**src/sv/tfd_pkg.sv**
```systemverilog
// Shared types, constants and register codes for the thermal foldback derating block.
package tfd_pkg;

    // Width of the wrapping millisecond time base.
    localparam int TIME_WIDTH = 32;
    // The timestamp port and the interval register are fixed at 32 bits.
    localparam int PORT_TIME_WIDTH = 32;
    // Width at which elapsed time and the interval are compared.
    localparam int CMP_WIDTH = (TIME_WIDTH > PORT_TIME_WIDTH) ? TIME_WIDTH : PORT_TIME_WIDTH;

    localparam int CFG_INDEX_WIDTH = 3;
    localparam int CFG_DATA_WIDTH  = 32;

    // Configuration register indices.
    localparam logic [CFG_INDEX_WIDTH-1:0] REG_START_TEMP   = 3'd0;
    localparam logic [CFG_INDEX_WIDTH-1:0] REG_RESUME_TEMP  = 3'd1;
    localparam logic [CFG_INDEX_WIDTH-1:0] REG_MIN_PERCENT  = 3'd2;
    localparam logic [CFG_INDEX_WIDTH-1:0] REG_STEP_PERCENT = 3'd3;
    localparam logic [CFG_INDEX_WIDTH-1:0] REG_INTERVAL_MS  = 3'd4;

    // Full output, no derating.
    localparam logic [6:0] FULL_PERCENT = 7'd100;

    // Register reset values.
    localparam logic signed [15:0] START_TEMP_RST   = 16'sd70;
    localparam logic signed [15:0] RESUME_TEMP_RST  = 16'sd60;
    localparam logic [6:0]         MIN_PERCENT_RST  = 7'd30;
    localparam logic [6:0]         STEP_PERCENT_RST = 7'd5;
    localparam logic [31:0]        INTERVAL_MS_RST  = 32'd4000;

    typedef logic [TIME_WIDTH-1:0] time_t;
    typedef logic [CMP_WIDTH-1:0]  cmp_t;

    // Configuration as seen by the step logic.
    typedef struct packed {
        logic signed [15:0] start_temp;
        logic signed [15:0] resume_temp;
        logic [6:0]         min_percent;
        logic [6:0]         step_percent;
        logic [31:0]        interval_ms;
    } cfg_t;

    // One accepted input beat.
    typedef struct packed {
        logic               sensor_ok;
        logic               overtemp_fault;
        logic signed [15:0] sensed_temp;
        logic [31:0]        now_ms;
    } item_t;

    // One result beat.
    typedef struct packed {
        logic [6:0] derate;
        logic       active;
        logic       changed;
    } res_t;

endpackage

```
**src/sv/tfd_cfg.sv**
```systemverilog
// Configuration register file for the thermal foldback derating block.
module tfd_cfg
(
    input  logic                                clk,
    input  logic                                rst_n,
    input  logic                                cfg_we,
    input  logic [tfd_pkg::CFG_INDEX_WIDTH-1:0] cfg_index,
    input  logic [tfd_pkg::CFG_DATA_WIDTH-1:0]  cfg_data,
    output tfd_pkg::cfg_t                       cfg
);

    tfd_pkg::cfg_t cfg_reg;

    // Decode the index and update the addressed register; unknown indices are ignored.
    always_ff @(posedge clk or negedge rst_n)
    begin
        if (!rst_n)
        begin
            cfg_reg.start_temp   <= tfd_pkg::START_TEMP_RST;
            cfg_reg.resume_temp  <= tfd_pkg::RESUME_TEMP_RST;
            cfg_reg.min_percent  <= tfd_pkg::MIN_PERCENT_RST;
            cfg_reg.step_percent <= tfd_pkg::STEP_PERCENT_RST;
            cfg_reg.interval_ms  <= tfd_pkg::INTERVAL_MS_RST;
        end
        else if (cfg_we)
        begin
            unique case (cfg_index)
                tfd_pkg::REG_START_TEMP:   cfg_reg.start_temp   <= $signed(cfg_data[15:0]);
                tfd_pkg::REG_RESUME_TEMP:  cfg_reg.resume_temp  <= $signed(cfg_data[15:0]);
                tfd_pkg::REG_MIN_PERCENT:  cfg_reg.min_percent  <= cfg_data[6:0];
                tfd_pkg::REG_STEP_PERCENT: cfg_reg.step_percent <= cfg_data[6:0];
                tfd_pkg::REG_INTERVAL_MS:  cfg_reg.interval_ms  <= cfg_data[31:0];
                default:                   ;
            endcase
        end
    end

    assign cfg = cfg_reg;

endmodule

```
**src/sv/tfd_core.sv**
```systemverilog
// Derate state registers and the single-pass update logic for one beat.
module tfd_core
(
    input  logic           clk,
    input  logic           rst_n,
    input  logic           fire,
    input  tfd_pkg::item_t item,
    input  tfd_pkg::cfg_t  cfg,
    output tfd_pkg::res_t  res
);

    logic [6:0]          derate_reg;
    logic [6:0]          derate_next;
    logic                active_reg;
    logic                active_next;
    tfd_pkg::time_t      last_step_reg;
    tfd_pkg::time_t      last_step_next;

    logic [6:0]          eff_min;
    logic                hot;
    logic                cool;
    tfd_pkg::time_t      now_t;
    tfd_pkg::time_t      elapsed;
    logic                step_ok;
    logic signed [8:0]   down_s;
    logic signed [8:0]   up_s;
    logic signed [8:0]   stepped;
    logic [6:0]          clamped;

    // Band limits and temperature classification.
    assign eff_min = (cfg.min_percent > tfd_pkg::FULL_PERCENT) ? tfd_pkg::FULL_PERCENT
                                                               : cfg.min_percent;
    assign hot  = item.sensed_temp >= cfg.start_temp;
    assign cool = item.sensed_temp < cfg.resume_temp;

    // Pacing: elapsed time wraps at the width of the time base.
    assign now_t   = tfd_pkg::time_t'(item.now_ms);
    assign elapsed = now_t - last_step_reg;
    assign step_ok = tfd_pkg::cmp_t'(elapsed) >= tfd_pkg::cmp_t'(cfg.interval_ms);

    // Candidate step in either direction, clamped to the band.
    assign down_s  = $signed({2'b00, derate_reg}) - $signed({2'b00, cfg.step_percent});
    assign up_s    = $signed({2'b00, derate_reg}) + $signed({2'b00, cfg.step_percent});
    assign stepped = hot ? down_s : up_s;

    always_comb
    begin
        if (stepped > $signed({2'b00, tfd_pkg::FULL_PERCENT}))
            clamped = tfd_pkg::FULL_PERCENT;
        else if (stepped < $signed({2'b00, eff_min}))
            clamped = eff_min;
        else
            clamped = stepped[6:0];
    end

    // Next state: fault first, then deadband, rail checks and the paced step.
    always_comb
    begin
        derate_next    = derate_reg;
        active_next    = active_reg;
        last_step_next = last_step_reg;
        if (!item.sensor_ok || item.overtemp_fault)
        begin
            derate_next = tfd_pkg::FULL_PERCENT;
            active_next = 1'b0;
        end
        else if (!hot && !cool)
        begin
            active_next = derate_reg < tfd_pkg::FULL_PERCENT;
        end
        else if (hot && derate_reg == eff_min)
        begin
            active_next = 1'b1;
        end
        else if (cool && derate_reg == tfd_pkg::FULL_PERCENT)
        begin
            active_next = 1'b0;
        end
        else if (step_ok)
        begin
            last_step_next = now_t;
            derate_next    = clamped;
            active_next    = clamped < tfd_pkg::FULL_PERCENT;
        end
    end

    // State advances only when the beat moves on to the result register.
    always_ff @(posedge clk or negedge rst_n)
    begin
        if (!rst_n)
        begin
            derate_reg    <= tfd_pkg::FULL_PERCENT;
            active_reg    <= 1'b0;
            last_step_reg <= '0;
        end
        else if (fire)
        begin
            derate_reg    <= derate_next;
            active_reg    <= active_next;
            last_step_reg <= last_step_next;
        end
    end

    assign res.derate  = derate_next;
    assign res.active  = active_next;
    assign res.changed = derate_next != derate_reg;

endmodule

```
**src/sv/thermal_foldback_derate.sv**
```systemverilog
// An accepted beat reaches the output through the input register and then the result register.
// Throughput: one beat per cycle while out_ready is high; the derate state loop closes in tfd_core.
// An empty input register accepts a new beat even while the result register holds an untaken result.
// Reset: derate 100, inactive, last step time 0, registers at their reset values, both stages empty.
// Top level of the thermal foldback derating block.
module thermal_foldback_derate
(
    input  logic                                clk,
    input  logic                                rst_n,
    input  logic                                cfg_we,
    input  logic [tfd_pkg::CFG_INDEX_WIDTH-1:0] cfg_index,
    input  logic [tfd_pkg::CFG_DATA_WIDTH-1:0]  cfg_data,
    input  logic                                in_valid,
    output logic                                in_ready,
    input  logic                                sensor_ok,
    input  logic                                overtemp_fault,
    input  logic signed [15:0]                  sensed_temp,
    input  logic [31:0]                         now_ms,
    output logic                                out_valid,
    input  logic                                out_ready,
    output logic [6:0]                          derate_out,
    output logic                                active_out,
    output logic                                changed
);

    tfd_pkg::cfg_t  cfg;
    tfd_pkg::item_t item_reg;
    logic           item_valid_reg;
    tfd_pkg::res_t  res;
    tfd_pkg::res_t  res_reg;
    logic           res_valid_reg;
    logic           advance;

    tfd_cfg u_cfg
    (
        .clk       (clk),
        .rst_n     (rst_n),
        .cfg_we    (cfg_we),
        .cfg_index (cfg_index),
        .cfg_data  (cfg_data),
        .cfg       (cfg)
    );

    // The held beat moves on when the result register is empty or being emptied.
    assign advance  = item_valid_reg && (!res_valid_reg || out_ready);
    assign in_ready = !item_valid_reg || advance;

    tfd_core u_core
    (
        .clk   (clk),
        .rst_n (rst_n),
        .fire  (advance),
        .item  (item_reg),
        .cfg   (cfg),
        .res   (res)
    );

    // Input register valid flag.
    always_ff @(posedge clk or negedge rst_n)
    begin
        if (!rst_n)
            item_valid_reg <= 1'b0;
        else if (in_ready)
            item_valid_reg <= in_valid;
    end

    // Input register payload.
    always_ff @(posedge clk)
    begin
        if (in_ready && in_valid)
        begin
            item_reg.sensor_ok      <= sensor_ok;
            item_reg.overtemp_fault <= overtemp_fault;
            item_reg.sensed_temp    <= sensed_temp;
            item_reg.now_ms         <= now_ms;
        end
    end

    // Result register valid flag.
    always_ff @(posedge clk or negedge rst_n)
    begin
        if (!rst_n)
            res_valid_reg <= 1'b0;
        else if (advance)
            res_valid_reg <= 1'b1;
        else if (out_ready)
            res_valid_reg <= 1'b0;
    end

    // Result register payload.
    always_ff @(posedge clk)
    begin
        if (advance)
            res_reg <= res;
    end

    assign out_valid  = res_valid_reg;
    assign derate_out = res_reg.derate;
    assign active_out = res_reg.active;
    assign changed    = res_reg.changed;

`ifndef SYNTHESIS
    // A delivered derate never exceeds full output.
    assert property (@(posedge clk) disable iff (!rst_n)
        out_valid |-> derate_out <= tfd_pkg::FULL_PERCENT)
        else $error("derate above full output");

    // A changed derate leaves the active flag consistent with the new value.
    assert property (@(posedge clk) disable iff (!rst_n)
        (out_valid && changed) |-> (active_out == (derate_out != tfd_pkg::FULL_PERCENT)))
        else $error("active flag inconsistent after a derate change");

    // A held beat that could not move on is still held next cycle.
    assert property (@(posedge clk) disable iff (!rst_n)
        (item_valid_reg && !advance) |=> item_valid_reg)
        else $error("held input beat lost");

    // A result waiting for the consumer stays and is not overwritten.
    assert property (@(posedge clk) disable iff (!rst_n)
        (res_valid_reg && !out_ready) |=> (res_valid_reg && $stable(res_reg)))
        else $error("pending result disturbed");
`endif

endmodule
```
**config.mk**
```make
export PLATFORM = sky130hd
export DESIGN_NAME = thermal_foldback_derate
export DESIGN_NICKNAME = d
export VERILOG_FILES = /design/src/sv/tfd_pkg.sv /design/src/sv/tfd_cfg.sv /design/src/sv/tfd_core.sv /design/src/sv/thermal_foldback_derate.sv
export SDC_FILE = /design/constraint.sdc
export NUM_CORES = 1
export LEC_CHECK = 0
export ABC_AREA = 1
export ABC_CLOCK_PERIOD_IN_PS = 8500
export BUFFER_PORTS_ARGS = -buffer_cell sky130_fd_sc_hd__buf_2
export CORE_ASPECT_RATIO = 0.8
export CORE_UTILIZATION = 45
export DETAILED_ROUTE_END_ITERATION = 12
export PLACE_DENSITY = 0.72
export SLEW_MARGIN = 40
export SYNTH_ARGS = -nofsm -noshare
export SYNTH_HDL_FRONTEND = slang
export SYNTH_SLANG_ARGS = --single-unit
export TNS_END_PERCENT = 100
```
**constraint.sdc**
```tcl
create_clock -name clk -period 8.5 [get_ports clk]
set_input_delay 1.7 -clock clk [delete_from_list [all_inputs] [get_ports clk]]
set_output_delay 1.7 -clock clk [all_outputs]
set_load 0.01 [all_outputs]
```
==> impl_metrics.toml, run 1 <==
[hold_path]
hold_class = "flip-flop to flip-flop"

[yosys]
ys_ff_latch = 179
ys_async_sr_fraction_pct = 67.0
synth-edff-count = 59
yosysSeqAreaShare_pct = 43.9
yosys_warnings = 0
synth.cell_area_sq_um = 10900
ys.flop_type = "dfrtp_1"
syn_nets = 1523
synth_cell_types = 46
synth_cells = 1318
avgSynthCellArea_sq_um = 8.30

[worst_setup_path]
path_class = "flip-flop to flip-flop"
worstPathArrival_ns = 6.32
cp.required_ns = 8.83
slowest_delay_ns = 0.40
worstSetupEndpointType = "flip-flop"
critical_path.slowest_cell = "fa_1"
cp_max_fo = 63
startpoint_type = "flip-flop"
path_common_cell = "nand2_1"

[routing]
drt_iter0_drc = 602
firstDrtPassIters = 5
drc = 0
wl_um = 24900
wl_per_cell_um = 14.3
antenna_left = 0
route.vias.total = 8867
vias_per_cell = 5.10

[sta]
worst_pin_slew_ns = 0.741
timing.final.crit_share_pct = 70.4
clock.fmax_mhz = 167
finalMaxSlewViolations = 0
fin_crit_ns = 5.99
rsz0062_at_grt = "no"
setup_viol = 0
setup_tns_ns = 0
skew_ns = 0.0202
setup_slack_ns = 2.51
maxSlewHeadroom_pct = 50.6
hold_viol_final = 0

[pwr]
netSwitchingFraction_pct = 44.9
finalPower_mw = 4.15
powerDensity_nw_per_um2 = 337
pwr-share-comb_pct = 52.5
seqPwrFrac_pct = 29.1
p_clk_share_pct = 18.4
power_switching_mw = 1.86
max-vdd-ir-drop_uv = 158
p_leak_nw = 6.39
p_int_mw = 2.29

[layout]
syn_to_final_growth_pct = 12.7
final_common_cell = "nand2_1"
layout_common_cells = "nand2_1 (285), inv_1 (223), a21oi_1 (124), ha_1 (112), buf_2 (99)"
largest_reg_flops = 78
diodes = 0
instances_no_fill = 1740
nets = 1620
drive_above_1_share_pct = 13.0

[grt]
grt.total_usage_pct = 21.3
grt_pass1_wl_um = 41800
grt_pass1_vias = 8416
grt.met3_usage_pct = 3.48
grt_max_degree = 65
gr-usage-met1_pct = 31.0
gr-total-overflow = 0
use_met2_pct = 32.7
antenna_found_initial = 0
grt.busiest_layer = "met2"

[clock_network]
post_cts_buffers = 0
clkTransAtPathRegs_ns = 0.07
cts.sinks = 179
clock-root-buffer = "clkbuf_16"
hold_buffers = 0
clock_path_buffers = 2
htree_levels = 4
numCtsBuffers = 17
clock_latency_ns = 0.44
cts_tree = "yes"
cts_resized = 0

[die]
io_pins = 101
dieArea_sq_um = 25000
die_height_um = 141
floorplan.rows = 50
die_width_um = 176
start_util_pct = 46.3
core_area_sq_um = 23600

[placed_design]
hpwl_um = 19000
io_buffers = 100
dp_cells = 1708
gp_congestion = 0.929
dp_slack_ns = 2.62

[run]
max_cap_violations = 0

[outcome]
status = "finished clean"
-- path summary, 6_finish.rpt --
check | cells after the start | end | start | slack [ns]
max in group asynchronous | 2 | u_cfg.cfg[34]$_DFFE_PN1P_ | rst_n | 6.27
min in group asynchronous | 1 | out_valid$_DFFE_PN0P_ | rst_n | 1.24
setup reg to reg | 35 | u_core.last_step_reg[31]$_DFFE_PN0P_ | item_reg[0]$_DFFE_PP_ | 2.51
hold / removal | 2 | u_core.active_reg$_DFFE_PN0P_ | u_core.active_reg$_DFFE_PN0P_ | 0.48
hold reg to reg | 2 | u_core.active_reg$_DFFE_PN0P_ | u_core.active_reg$_DFFE_PN0P_ | 0.48
setup / recovery | 35 | u_core.last_step_reg[31]$_DFFE_PN0P_ | item_reg[0]$_DFFE_PP_ | 2.51
-- cell usage after synthesis, types with 2 or more instances --
library cell	count	area, sq um
buf_2	6	30.0
xnor2_1	8	70.1
a21boi_0	2	15.0
nor2_2	3	18.8
a211oi_1	2	15.0
o221ai_1	3	26.3
ha_1	112	1400
clkinv_1	2	7.51
a21o_1	3	22.5
nor4_1	6	37.5
dfrtp_1	98	2450
o21ai_1	4	20.0
nor2_1	93	349
o21ai_0	92	460
edfxtp_1	59	1770
nor3_1	9	45.0
o21a_1	3	22.5
clkbuf_1	18	67.6
inv_1	224	841
nand2_2	3	18.8
nand3_1	55	275
fa_1	3	60.1
o211ai_1	4	30.0
o21bai_1	4	30.0
a21oi_1	124	621
nand2_1	286	1070
inv_2	3	11.3
nand3_2	4	40.0
o2111ai_1	4	35.0
a31oi_1	3	18.8
buf_6	2	22.5
o21ai_2	5	43.8
xor2_1	26	228
dfstp_2	22	578
nand4_1	12	75.1
-- metal layers --
layer  wire, um  up-vias  part of all wire (%)
met5          0        -                     0
met4        421        0                   1.7
met3       1260       35                   5.0
met2      10900      221                    44
met1      12300     4110                    49
li1           -     4501                     -
-- per-stage QoR --
stage | hold slack [ns] | cell area, sq um | util [%]
after CTS | 0.483 | 12300 | 52.2
final | 0.481 | 12300 | 52.2
after global routing | 0.505 | 12300 | 52.2
after global placement | 0.465 | 11800 | 49.7
after detailed placement | 0.466 | 11800 | 49.8
after floorplan | 0.444 | 10900 | -
-- kinds of logic after synthesis --
group / synth area share (%)
and+or+nand+nor: 18.2
AOI/OAI and AO/OA: 12.8
buffers and inverters: 8.95
DFF: 43.9
adders and majority gates: 13.4
xor gates and xnor gates: 2.72
muxes: 0.103
-- power by group through the flow --
stage	combinational (mW)	clock, mW	sequential (mW)
final	2.18	0.762	1.21
after global routing	2.52	0.818	1.23
after floorplan	1.66	0	1.20
after global placement	2.11	0	1.22
after detailed placement	2.15	0	1.23
after CTS	2.17	0.781	1.21
-- area by class of cell --
| type | count | area [sq um] |
|---|---|---|
| clock buffer | 17 | 425 |
| tap | 312 | 390 |
| fill | 2215 | 11300 |
| sequential | 179 | 4800 |
| timing repair buffer | 104 | 541 |
| multi-input combinational | 884 | 5180 |
| inverter | 229 | 860 |
| clock inverter | 15 | 143 |
-- worst max-delay path: cells and delay by family (launching register included) --
| family | cells | cell delay [ns] |
|---|---|---|
| buffers and inverters | 5 | 0.90 |
| muxes | 1 | 0.34 |
| AOI/OAI and AO/OA | 4 | 0.67 |
| xor gates and xnor gates | 1 | 0.16 |
| DFF | 1 | 0.36 |
| adders and majority gates | 3 | 0.83 |
| and+or+nand+nor | 21 | 2.57 |
Note: power is estimated with default switching activity, not from simulation.
==> run 2, diff against run 1 <==
ABC_CLOCK_PERIOD_IN_PS = 5300   (was 8500)
PLACE_DENSITY = 0.75   (was 0.72)
clock period = 5.3 ns   (was 8.5 ns; I/O delays follow)
==> run 2 against run 1 <==
Net effect:
- flip-flop and latch count stayed put
- largest power group unchanged
- critical endpoint is now changed$_DFFE_PP_
- largest cell class unchanged
- hold slack better by 0.0077 ns
- die area is the same
- sequential share of layout area is 1.9 points lower
- routed wire length increased by 6.9%
- highest routed layer unchanged
- register-to-register slack lost 2.3 ns
- power is 76% higher
==> impl_metrics.toml, run 2 (synthesis gave the netlist of run 1 again) <==
[outcome]
status = "finished clean"

[clock_network]
clock_path_buffers = 2
clock_latency_ns = 0.45
clock-root-buffer = "clkbuf_16"
cts_tree = "yes"
cts.sinks = 179
htree_levels = 4
clkTransAtPathRegs_ns = 0.08
numCtsBuffers = 17

[hold_path]
hold_path.startpoint = "u_cfg.cfg[70]$_DFFE_PN0P_"
hold_class = "flip-flop to flip-flop"

[placed_design]
io_buffers = 100
placed_area_sq_um = 11800
hpwl_um = 19600
gp_congestion = 0.919

[grt]
gr-total-overflow = 0
grt_pass1_wl_um = 42600
grt.total_usage_pct = 21.8
grt_max_degree = 65
grt_pass1_vias = 8624
antenna_found_initial = 0

[worst_setup_path]
critical_path.slowest_cell = "edfxtp_1"
reg2reg_slack_ns = 0.21
crit_start = "item_reg[3]$_DFFE_PP_"
cp_max_fo = 4
slowest_delay_ns = 0.46
worstPathArrival_ns = 5.28
worstSetupEndpointType = "flip-flop"
startpoint_type = "flip-flop"
reg2reg_from = "item_reg[3]$_DFFE_PP_"
cp.required_ns = 5.49
path_common_cell = "buf_4"
path_class = "flip-flop to flip-flop"

[routing]
antenna_left = 0
wl_per_cell_um = 15.0
route.vias.total = 9062
drc = 0
vias_per_cell = 5.12
drt_iter0_drc = 603
wl_um = 26600
firstDrtPassIters = 6

[layout]
layout_common_cells = "nand2_1 (261), inv_1 (218), a21oi_1 (115), ha_1 (105), buf_2 (99)"
final_common_cell = "nand2_1"
diodes = 0
nets = 1650
syn_to_final_growth_pct = 18.3
final_area_sq_um = 13000
largest_reg_flops = 78
fin_util_pct = 54.8
drive_above_1_share_pct = 19.1

[run]
max_cap_violations = 0

[sta]
worst_pin_slew_ns = 0.724
finalMaxSlewViolations = 0
skew_ns = 0.0150
maxSlewHeadroom_pct = 51.7
clock.fmax_mhz = 196
setup_viol = 0
hold_viol_final = 0
timing.final.crit_share_pct = 96.0
fin_crit_ns = 5.09

[die]
floorplan.rows = 50
core_area_sq_um = 23600
die_width_um = 176
dieArea_sq_um = 25000
io_pins = 101
die_height_um = 141
start_util_pct = 46.3

[pwr]
finalPower_mw = 7.32
max-vdd-ir-drop_uv = 252
p_leak_nw = 6.61
powerDensity_nw_per_um2 = 565
-- run 2: cell count changes in the layout (fill, tap and decap cells not counted), moves of 9 or more --
| cell | delta |
|---|---|
| nand2_1 | -24 |
| nand2_2 | +24 |
| buf_4 | +29 |
| a21oi_2 | +9 |
| a21oi_1 | -9 |
-- run 2: path summary, 6_finish.rpt --
| check | end | depth (start not counted) |
|---|---|---|
| min in group asynchronous | u_core.derate_reg[1]$_DFFE_PN0P_ | 1 |
| min reg2reg | u_cfg.cfg[70]$_DFFE_PN0P_ | 2 |
| max | changed$_DFFE_PP_ | 29 |
| min | u_cfg.cfg[70]$_DFFE_PN0P_ | 2 |
| max in group asynchronous | u_cfg.cfg[9]$_DFFE_PN1P_ | 2 |
| max reg2reg | changed$_DFFE_PP_ | 29 |
-- run 2: cell type report --
type	instances	area [sq um]
clock buffer	20	489
sequential	179	4800
clock inverter	12	151
timing repair buffer	134	787
fill	2124	10700
tap	312	390
multi-input combinational	884	5470
inverter	229	862
-- run 2: through the flow --
stage / TNS [ns] / instances / hold WS (ns) / setup slack (ns)
after detailed placement: -7.10 / 1716 / 0.470 / -0.265
final: 0 / 1770 / 0.489 / 0.210
after global routing: -0.129 / 1770 / 0.508 / -0.128
after global placement: 0 / 1716 / 0.461 / 0.0878
after CTS: 0 / 1756 / 0.486 / 0.00378
after floorplan: 0 / 1318 / 0.444 / 0.526
-- run 2: power by group --
part,switching (mW),internal (mW)
combinational,2.47,1.57
clock,0.625,0.704
sequential,0.174,1.77
total,3.27,4.05
-- run 2: repair_timing --
item / 4_1_cts / 5_1_grt
gates cloned: 0 / 0
pin swaps: 8 / 48
resized for setup: 16 / 61
hold buffers: 0 / 0
endpoints found under the setup margin: 40 / 49
setup buffers: 8 / 15
-- run 2: critical path: cells and delay by family (launching register included) --
kind	cells	cell delay (ns)
compound gates	7	1.31
fa+ha+maj	2	0.63
xor+xnor	1	0.18
simple gates	12	1.47
flops	1	0.46
buf+inv	7	0.76
-- run 2: per-layer routing --
layer | part of all wire, % | GRT usage (%)
met3 | 5.2 | 3.72
met2 | 45 | 34.6
met4 | 1.4 | 5.63
met1 | 48 | 30.7
met5 | 0 | 0
